### src/sv/swg_pkg.sv
// swg_pkg: shared types and constants of the sine waveform generator
// used by swg_ctrl, swg_dp and sine_waveform_generator; no dependencies
package swg_pkg;

   localparam int TABLE_LEN = 24;
   localparam int STAGE_W   = 5;
   localparam int CORDIC_W  = 34;
   localparam int SINE_W    = 16;
   localparam int DATA_W    = 32;
   localparam int PROD_W    = 48;
   localparam int CSR_IDX_W = 2;

   localparam logic [CSR_IDX_W-1:0] REG_AMPLITUDE    = 2'd0;
   localparam logic [CSR_IDX_W-1:0] REG_PHASE_STEP   = 2'd1;
   localparam logic [CSR_IDX_W-1:0] REG_PHASE_OFFSET = 2'd2;
   localparam logic [CSR_IDX_W-1:0] REG_LEVEL_OFFSET = 2'd3;

   // cordic gain, 2^30 scale
   localparam logic signed [CORDIC_W-1:0] GAIN_Q30 = 34'sd652032874;

   // arctan(2^-i) in turn/2^32 units
   localparam logic [31:0] ATAN_TURNS [TABLE_LEN] = '{
      32'd536870912, 32'd316933406, 32'd167458908, 32'd85004756, 32'd42667331,
      32'd21354465,  32'd10679838,  32'd5340245,   32'd2670163,  32'd1335087,
      32'd667544,    32'd333772,    32'd166886,    32'd83443,    32'd41722,
      32'd20861,     32'd10430,     32'd5215,      32'd2608,     32'd1304,
      32'd652,       32'd326,       32'd163,       32'd81
   };

   typedef enum logic [2:0] {
      ST_IDLE,
      ST_ROTATE,
      ST_ROUND,
      ST_MULT,
      ST_SUM
   } state_type;

   typedef struct packed {
      logic               load;     // capture angle, advance phase
      logic               rotate;   // one cordic iteration
      logic [STAGE_W-1:0] stage;
      logic               round;    // round and clamp sine
      logic               mult;     // amplitude times sine
      logic               out_load; // final sum into output register
   } cmd_type;

endpackage

### src/sv/swg_ctrl.sv
// swg_ctrl: controller state machine of the sine waveform generator
// depends on swg_pkg; drives swg_dp through cmd_type
module swg_ctrl #(
   parameter int CORDIC_STAGES = 16
) (
   input  logic             clock,
   input  logic             reset,
   input  logic             req_tvalid,
   output logic             req_tready,
   input  logic             tick,
   output logic             rsp_tvalid,
   input  logic             rsp_tready,
   output swg_pkg::cmd_type cmd
);
   import swg_pkg::*;

   localparam logic [STAGE_W-1:0] LAST_STAGE = STAGE_W'(CORDIC_STAGES - 1);

   state_type          state_ff, state_in;
   logic [STAGE_W-1:0] stage_ff, stage_in;
   logic               valid_ff, valid_in;
   logic               accept;
   logic               slot_free;

   assign accept    = req_tvalid && req_tready;
   assign slot_free = !valid_ff || rsp_tready;

   // next state
   always_comb begin
      state_in = state_ff;
      unique case (state_ff)
         ST_IDLE: begin
            if (accept && tick) state_in = ST_ROTATE;
         end
         ST_ROTATE: begin
            if (stage_ff == LAST_STAGE) state_in = ST_ROUND;
         end
         ST_ROUND: state_in = ST_MULT;
         ST_MULT:  state_in = ST_SUM;
         ST_SUM: begin
            if (slot_free) state_in = ST_IDLE;
         end
         default:  state_in = ST_IDLE;
      endcase
   end

   // outputs
   always_comb begin
      req_tready   = 1'b0;
      cmd          = '0;
      cmd.stage    = stage_ff;
      stage_in     = stage_ff;
      unique case (state_ff)
         ST_IDLE: begin
            req_tready = 1'b1;
            cmd.load   = accept && tick;
            stage_in   = '0;
         end
         ST_ROTATE: begin
            cmd.rotate = 1'b1;
            stage_in   = stage_ff + 1'b1;
         end
         ST_ROUND: cmd.round = 1'b1;
         ST_MULT:  cmd.mult = 1'b1;
         ST_SUM:   cmd.out_load = slot_free;
         default: ;
      endcase
   end

   always_comb begin
      valid_in = valid_ff;
      priority if (cmd.out_load) valid_in = 1'b1;
      else if (rsp_tready)       valid_in = 1'b0;
      else                       valid_in = valid_ff;
   end

   assign rsp_tvalid = valid_ff;

   always_ff @(posedge clock) begin
      if (reset) begin
         state_ff <= ST_IDLE;
         stage_ff <= '0;
         valid_ff <= 1'b0;
      end else begin
         state_ff <= state_in;
         stage_ff <= stage_in;
         valid_ff <= valid_in;
      end
   end

   a_no_overwrite: assert property (@(posedge clock) disable iff (reset)
      cmd.out_load |-> (!valid_ff || rsp_tready))
      else $error("result register overwritten while a beat waits");

   a_tick_starts: assert property (@(posedge clock) disable iff (reset)
      (accept && tick) |=> (state_ff == ST_ROTATE && stage_ff == '0))
      else $error("sample request did not start the rotation");

   a_idle_item: assert property (@(posedge clock) disable iff (reset)
      (accept && !tick) |=> (state_ff == ST_IDLE && !cmd.out_load))
      else $error("item without tick started work");

   a_stage_range: assert property (@(posedge clock) disable iff (reset)
      (state_ff == ST_ROTATE) |-> (stage_ff <= LAST_STAGE))
      else $error("cordic stage counter out of range");

endmodule

### src/sv/swg_dp.sv
// swg_dp: datapath of the sine waveform generator: registers, phase accumulator,
// iterative cordic, multiply, offset and saturation; depends on swg_pkg
module swg_dp #(
   parameter int PHASE_BITS = 32
) (
   input  logic                           clock,
   input  logic                           reset,
   input  swg_pkg::cmd_type               cmd,
   input  logic                           csr_wen,
   input  logic [swg_pkg::CSR_IDX_W-1:0]  csr_index,
   input  logic [swg_pkg::DATA_W-1:0]     csr_wdata,
   output logic [swg_pkg::DATA_W-1:0]     sample
);
   import swg_pkg::*;

   logic signed [DATA_W-1:0]   amplitude_ff;
   logic        [31:0]         phase_step_ff;
   logic        [31:0]         phase_offset_ff;
   logic signed [DATA_W-1:0]   level_offset_ff;
   logic        [PHASE_BITS-1:0] phase_acc_ff, phase_acc_in;

   logic        [31:0]         acc_top;
   logic        [PHASE_BITS-1:0] step_al;
   logic        [31:0]         angle, folded;

   logic signed [CORDIC_W-1:0] x_ff, x_in, y_ff, y_in, z_ff, z_in;
   logic signed [CORDIC_W-1:0] dx, dy, atan_z, y_rnd;
   logic signed [SINE_W-1:0]   sine_ff, sine_in;
   logic signed [PROD_W-1:0]   prod_ff, prod_in;
   logic signed [PROD_W-1:0]   sum;
   logic        [DATA_W-1:0]   sample_ff, sample_in;

   function automatic logic signed [PROD_W-1:0] sine_in_reg_ext(logic signed [SINE_W-1:0] s);
      return {{(PROD_W-SINE_W){s[SINE_W-1]}}, s};
   endfunction

   // align accumulator and step to a 32-bit turn fraction
   if (PHASE_BITS >= 32) begin : g_wide
      assign acc_top = phase_acc_ff[PHASE_BITS-1 -: 32];
      assign step_al = PHASE_BITS'(phase_step_ff) << (PHASE_BITS - 32);
   end else begin : g_narrow
      assign acc_top = 32'(phase_acc_ff) << (32 - PHASE_BITS);
      assign step_al = PHASE_BITS'(phase_step_ff >> (32 - PHASE_BITS));
   end

   // fold second and third quadrant with sin(t) = sin(half turn - t)
   always_comb begin
      angle  = acc_top + phase_offset_ff;
      folded = angle;
      if (angle[31:30] == 2'b01 || angle[31:30] == 2'b10) folded = 32'h8000_0000 - angle;
   end

   assign phase_acc_in = phase_acc_ff + step_al;

   always_comb begin
      dx     = y_ff >>> cmd.stage;
      dy     = x_ff >>> cmd.stage;
      atan_z = CORDIC_W'(ATAN_TURNS[cmd.stage]);
      x_in   = x_ff;
      y_in   = y_ff;
      z_in   = z_ff;
      priority if (cmd.load) begin
         x_in = GAIN_Q30;
         y_in = '0;
         z_in = {{(CORDIC_W-32){folded[31]}}, folded};
      end else if (cmd.rotate) begin
         if (!z_ff[CORDIC_W-1]) begin
            x_in = x_ff - dx;
            y_in = y_ff + dy;
            z_in = z_ff - atan_z;
         end else begin
            x_in = x_ff + dx;
            y_in = y_ff - dy;
            z_in = z_ff + atan_z;
         end
      end else begin
         x_in = x_ff;
         y_in = y_ff;
         z_in = z_ff;
      end
   end

   // round y to q1.15 and clamp
   always_comb begin
      y_rnd = (y_ff + CORDIC_W'(16384)) >>> 15;
      if (y_rnd[CORDIC_W-1:SINE_W-1] == '0 || y_rnd[CORDIC_W-1:SINE_W-1] == '1)
         sine_in = y_rnd[SINE_W-1:0];
      else
         sine_in = y_rnd[CORDIC_W-1] ? {1'b1, {(SINE_W-1){1'b0}}} : {1'b0, {(SINE_W-1){1'b1}}};
   end

   assign prod_in = amplitude_ff * sine_in_reg_ext(sine_ff);

   // round product, add level, saturate to 32 bits
   always_comb begin
      sum = ((prod_ff + PROD_W'(16384)) >>> 15)
            + $signed({{(PROD_W-DATA_W){level_offset_ff[DATA_W-1]}}, level_offset_ff});
      if (sum[PROD_W-1:DATA_W-1] == '0 || sum[PROD_W-1:DATA_W-1] == '1)
         sample_in = sum[DATA_W-1:0];
      else
         sample_in = sum[PROD_W-1] ? {1'b1, {(DATA_W-1){1'b0}}} : {1'b0, {(DATA_W-1){1'b1}}};
   end

   always_ff @(posedge clock) begin
      if (reset) begin
         amplitude_ff    <= '0;
         phase_step_ff   <= '0;
         phase_offset_ff <= '0;
         level_offset_ff <= '0;
         phase_acc_ff    <= '0;
      end else begin
         if (csr_wen) begin
            unique case (csr_index)
               REG_AMPLITUDE:    amplitude_ff    <= csr_wdata;
               REG_PHASE_STEP:   phase_step_ff   <= csr_wdata;
               REG_PHASE_OFFSET: phase_offset_ff <= csr_wdata;
               REG_LEVEL_OFFSET: level_offset_ff <= csr_wdata;
               default: ;
            endcase
         end
         if (cmd.load) phase_acc_ff <= phase_acc_in;
      end
   end

   always_ff @(posedge clock) begin
      x_ff <= x_in;
      y_ff <= y_in;
      z_ff <= z_in;
      if (cmd.round)    sine_ff   <= sine_in;
      if (cmd.mult)     prod_ff   <= prod_in;
      if (cmd.out_load) sample_ff <= sample_in;
   end

   assign sample = sample_ff;

endmodule

### src/sv/sine_waveform_generator.sv
// sine_waveform_generator: top level, direct digital synthesis of a sine sample per tick
// depends on swg_pkg, swg_ctrl and swg_dp
//
//   channel  dir  handshake              payload
//   req_     in   req_tvalid/req_tready  req_tdata[0] tick
//   rsp_     out  rsp_tvalid/rsp_tready  rsp_tdata[31:0] sample, q16.16
//   csr_     in   csr_wen                csr_index, csr_wdata
//
// a tick goes from acceptance to the result register as follows:
// the cordic does one iteration a cycle, then round, multiply and sum follow in turn;
// the next request is taken only once the sum step is done and the controller is idle
// a beat with tick low is taken in idle and gives no result
// reset is synchronous and clears the csr registers, the phase and the result valid
// a waiting result does not block the next request; a finished sample waits in its
// last step until the result register is free
module sine_waveform_generator #(
   parameter int PHASE_BITS    = 32,
   parameter int CORDIC_STAGES = 16
) (
   input  logic                          clock,
   input  logic                          reset,
   input  logic                          req_tvalid,
   output logic                          req_tready,
   input  logic [7:0]                    req_tdata,  // [0] tick, [7:1] zero
   output logic                          rsp_tvalid,
   input  logic                          rsp_tready,
   output logic [swg_pkg::DATA_W-1:0]    rsp_tdata,  // [31:0] sample
   input  logic                          csr_wen,
   input  logic [swg_pkg::CSR_IDX_W-1:0] csr_index,
   input  logic [swg_pkg::DATA_W-1:0]    csr_wdata
);
   import swg_pkg::*;

   cmd_type cmd;

   swg_ctrl #(
      .CORDIC_STAGES(CORDIC_STAGES)
   ) u_ctrl (
      .clock      (clock),
      .reset      (reset),
      .req_tvalid (req_tvalid),
      .req_tready (req_tready),
      .tick       (req_tdata[0]),
      .rsp_tvalid (rsp_tvalid),
      .rsp_tready (rsp_tready),
      .cmd        (cmd)
   );

   swg_dp #(
      .PHASE_BITS(PHASE_BITS)
   ) u_dp (
      .clock     (clock),
      .reset     (reset),
      .cmd       (cmd),
      .csr_wen   (csr_wen),
      .csr_index (csr_index),
      .csr_wdata (csr_wdata),
      .sample    (rsp_tdata)
   );

endmodule
### config.mk
export PLATFORM = sky130hd
export DESIGN_NAME = sine_waveform_generator
export DESIGN_NICKNAME = d
export VERILOG_FILES = /design/src/sv/swg_pkg.sv /design/src/sv/swg_ctrl.sv /design/src/sv/swg_dp.sv /design/src/sv/sine_waveform_generator.sv
export SDC_FILE = /design/constraint.sdc
export NUM_CORES = 2
export LEC_CHECK = 0
export BUFFER_PORTS_ARGS = -buffer_cell sky130_fd_sc_hd__buf_2
export CAP_MARGIN = 0
export CORE_MARGIN = 3
export CORE_UTILIZATION = 49
export CTS_BUF_LIST = sky130_fd_sc_hd__clkbuf_8
export DETAILED_ROUTE_END_ITERATION = 10
export SLEW_MARGIN = 20
export SYNTH_ARGS = -nofsm -noshare
export SYNTH_HDL_FRONTEND = slang
export SYNTH_SLANG_ARGS = --single-unit
### constraint.sdc
create_clock -name clock -period 12.51 [get_ports clock]
set_input_delay 2.502 -clock clock [delete_from_list [all_inputs] [get_ports clock]]
set_output_delay 2.502 -clock clock [all_outputs]
set_load 0.05 [all_outputs]
==> results.sh <==
export IMPL_status="complete, no violations"
export IMPL_endpoint="u_dp.prod_ff[47]$_DFFE_PP_"
export IMPL_worst_slew_pin_slew_ps=1105
export IMPL_hpwl_um=104100
export IMPL_gr_usage_met1=0.3992
export IMPL_drive_gt1_frac=0.07332
export IMPL_synth_area_um2=47270
export IMPL_avgSynthCellArea_um2=8.425
export IMPL_cts_root_buf="clkbuf_8"
export IMPL_cts_buffers=60
export IMPL_fin_worst_skew_ps=51.97
export IMPL_gp_congestion=0.9644
export IMPL_drv_cap=0
export IMPL_period_minus_slack_ps=8865
export IMPL_tns_ps=0
export IMPL_worstReg2RegStart="u_dp.sine_ff[8]$_DFFE_PP_"
export IMPL_startpoint="u_dp.sine_ff[8]$_DFFE_PP_"
export IMPL_slew_viol_final=0
export IMPL_firstDrtPassIters=6
export IMPL_num_nets_final=6385
export IMPL_cts_tree="built"
export IMPL_wl_per_cell_um=20.57
export IMPL_nFillCells=9226
export IMPL_drt_iter0_markers=3063
export IMPL_drc=0
export IMPL_use_met3=0.05307
export IMPL_initial_core_util=0.4960
export IMPL_antenna_found_initial=8
export IMPL_cp_arrival_ps=9320
export IMPL_io_buffers=73
export IMPL_placementRows=113
export IMPL_fmax_mhz=112.8
export IMPL_busiest_layer="met2"
export IMPL_clock_sinks=353
export IMPL_grt_first_pass_wirelength_um=221400
export IMPL_crit_fanout=21
export IMPL_start_kind="flip-flop"
export IMPL_synth_top_area_frac=0.2080
export IMPL_synth_edff_count=116
export IMPL_area_growth_pct=5.673
export IMPL_irDropWorstVdd_mv=0.1276
export IMPL_end_kind="flip-flop"
export IMPL_cts_setup_buffers=0
export IMPL_p_per_area_nw_per_um2=141.7
export IMPL_cp_slowest_stage_delay_ps=860
export IMPL_cts_resized=0
export IMPL_syn_nets=6466
export IMPL_ys_types=90
export IMPL_dieArea_um2=100200
export IMPL_worstRegToRegCells=25
export IMPL_hold_viol=0
export IMPL_clock_latency_ps=750
export IMPL_vias=39940
export IMPL_cp_common_cell="fa_1"
export IMPL_hp_class="flip-flop to flip-flop"
export IMPL_core_um2=95290
export IMPL_synth_fa_ha_area_frac=0.2921
export IMPL_yosys_area_share_xor_xnor=0.06570
export IMPL_min_path_cells=2
export IMPL_slew_limit_headroom=0.2619
export IMPL_grt_pass1_vias=38590
export IMPL_grt_setup_unrepaired="false"
export IMPL_synth_area_mux_share=0.05771
export IMPL_setup_violations=0
export IMPL_reg2reg_to="u_dp.prod_ff[47]$_DFFE_PP_"
export IMPL_p_leak_nw=21.70
export IMPL_syn_inst=5610
export IMPL_htreeDepth=2
export IMPL_fin_util=0.5241
export IMPL_yosys_area_share_simple=0.1767
export IMPL_grt_use_total=0.2811
export IMPL_synth_seq_area_share=0.1741
export IMPL_die_height_um=316.6
export IMPL_grt_overflow_total=0
export IMPL_cp_slowest_cell="edfxtp_1"
export IMPL_cts_hold_buffers=0
export IMPL_synth_compound_area_frac=0.1604
export IMPL_ant_nets=0
export IMPL_criticalPathCategory="flip-flop to flip-flop"
export IMPL_post_route_period_util=0.7086
export IMPL_ys_warnings_count=0
export IMPL_yosys_top_cells_area="fa_1 (21%), dfxtp_1 (10%), ha_1 (8.4%)"
export IMPL_synth_top_family_by_area="adder cells"
export IMPL_grt_use_met2=0.4423
export IMPL_ioPinCount=81
export IMPL_die_x_um=316.6
export IMPL_critPathRequiredTime_ps=12960
export IMPL_finalWirelength_um=140900
export IMPL_grt_max_degree=87
export IMPL_async_flop_share=0
export IMPL_clockBufferDepth=3
export IMPL_synth_seq_cells=353
export IMPL_clk_pin_slew_worst_paths_ps=70
export IMPL_ys_flop_type="dfxtp_1"
export IMPL_avgViaCountPerCell=5.828
export IMPL_yosysTopAreaCell="fa_1"
export IMPL_reg2reg_slack_ps=3640
## worst min-delay path by stage
stage                                     startpoint                               endpoint  slack (ps)
6_report       u_dp.phase_offset_ff[12]$_SDFFE_PP0P_  u_dp.phase_offset_ff[12]$_SDFFE_PP0P_         460
5_1_grt        u_dp.phase_offset_ff[19]$_SDFFE_PP0P_  u_dp.phase_offset_ff[19]$_SDFFE_PP0P_         480
4_1_cts        u_dp.level_offset_ff[18]$_SDFFE_PP0P_  u_dp.level_offset_ff[18]$_SDFFE_PP0P_         460
3_5_place_dp   u_dp.level_offset_ff[18]$_SDFFE_PP0P_  u_dp.level_offset_ff[18]$_SDFFE_PP0P_         450
3_3_place_gp     u_dp.phase_step_ff[22]$_SDFFE_PP0P_    u_dp.phase_step_ff[22]$_SDFFE_PP0P_         450
2_1_floorplan   u_dp.phase_offset_ff[0]$_SDFFE_PP0P_   u_dp.phase_offset_ff[0]$_SDFFE_PP0P_         440
## where the power goes
| group | internal, mW | total (mW) | switching (mW) |
|---|---|---|---|
| Clock | 0.581 | 1.13 | 0.548 |
| Combinational | 1.84 | 4.27 | 2.43 |
| Sequential | 1.41 | 1.68 | 0.272 |
| Total | 3.83 | 7.08 | 3.25 |
## final cells by class
type	instances	area [um2]	area share
sequential	353	8242	0.1650
inverter	611	2293	0.04592
multi-input combinational	4358	35630	0.7133
clock buffer	74	1018	0.02039
antenna	9	22.52	0.0004509
tap	1265	1583	0.03169
timing repair buffer	145	912.1	0.01826
clock inverter	37	246.5	0.004935
## cell usage in the layout (no fill, tap or decap), drive strengths merged, types with 207 or more instances in the layout
| master | count |
|---|---|
| nand2 | 852 |
| dfxtp | 237 |
| xnor2 | 207 |
| fa | 491 |
| nor2 | 278 |
| and2 | 228 |
| o21ai | 263 |
| inv | 626 |
| ha | 318 |
| a21oi | 438 |
## metal layers
metal,share of wire,vias to the layer above
met5,0,-
met3,0.077,204
met4,0.025,0
met1,0.45,19670
met2,0.45,1220
li1,-,18840
## cell families (layout without fill, tap and decap cells)
family                   after synthesis  count (layout)
AO/OA/AOI/OAI                       1222            1222
XOR/XNOR                             353             353
adder cells (fa/ha/maj)              809             809
buffers and inverters                899             867
flip-flops                           353             353
multiplexers                         177             177
other                                  0               9
AND/OR/NAND/NOR                     1797            1797
## synthesized netlist by cell type, drive strengths merged (17+ instances only)
cell type  count
nor2         278
a211oi        63
and3          49
nor2b         41
mux2          38
mux4          72
fa           491
nand2b        46
buf           66
o211ai        35
a31oi         47
inv          609
and2         228
nand4         24
or2           20
o21ai        263
xor2         145
or3           25
a21oi        438
nor3          74
nand2        852
o31ai         17
edfxtp       116
o21bai        29
dfxtp        237
ha           318
nand3         96
a21o          89
o22ai         34
xnor2        207
clkbuf       222
o21a          33
mux2i         67
## metrics by stage
stage / hold WS [ps] / power, mW / setup slack, ps / instances / area, um2
2_1_floorplan: 440.0 / 4.923 / 5601 / 5610 / 47270
3_3_place_gp: 446.7 / 5.863 / 3974 / 6732 / 48660
3_5_place_dp: 451.0 / 5.908 / 3820 / 6732 / 48660
4_1_cts: 461.8 / 7.064 / 3785 / 6843 / 49920
5_1_grt: 478.4 / 7.699 / 3300 / 6844 / 49930
6_report: 459.5 / 7.078 / 3645 / 6852 / 49950
## state kept, by name, summed over array words and instances (netlist names), 5 cells and up
signal,cells
u_dp.sine_ff,16
u_dp.amplitude_ff,32
u_ctrl.stage_ff,5
u_dp.phase_offset_ff,32
u_dp.sample,32
u_dp.phase_step_ff,32
u_dp.z_ff,34
u_dp.x_ff,34
u_dp.prod_ff,34
u_dp.y_ff,34
u_dp.acc_top,32
u_dp.level_offset_ff,32
## critical path, delay by kind of cell (launching register included)
kind / cells / cell delay, ps
buffers and inverters: 6 / 710
DFF: 1 / 860
xor gates and xnor gates: 1 / 130
adders and majority gates: 7 / 3260
and+or+nand+nor: 1 / 130
AOI/OAI and AO/OA: 10 / 3510
Note: power is estimated with default switching activity, not from simulation.
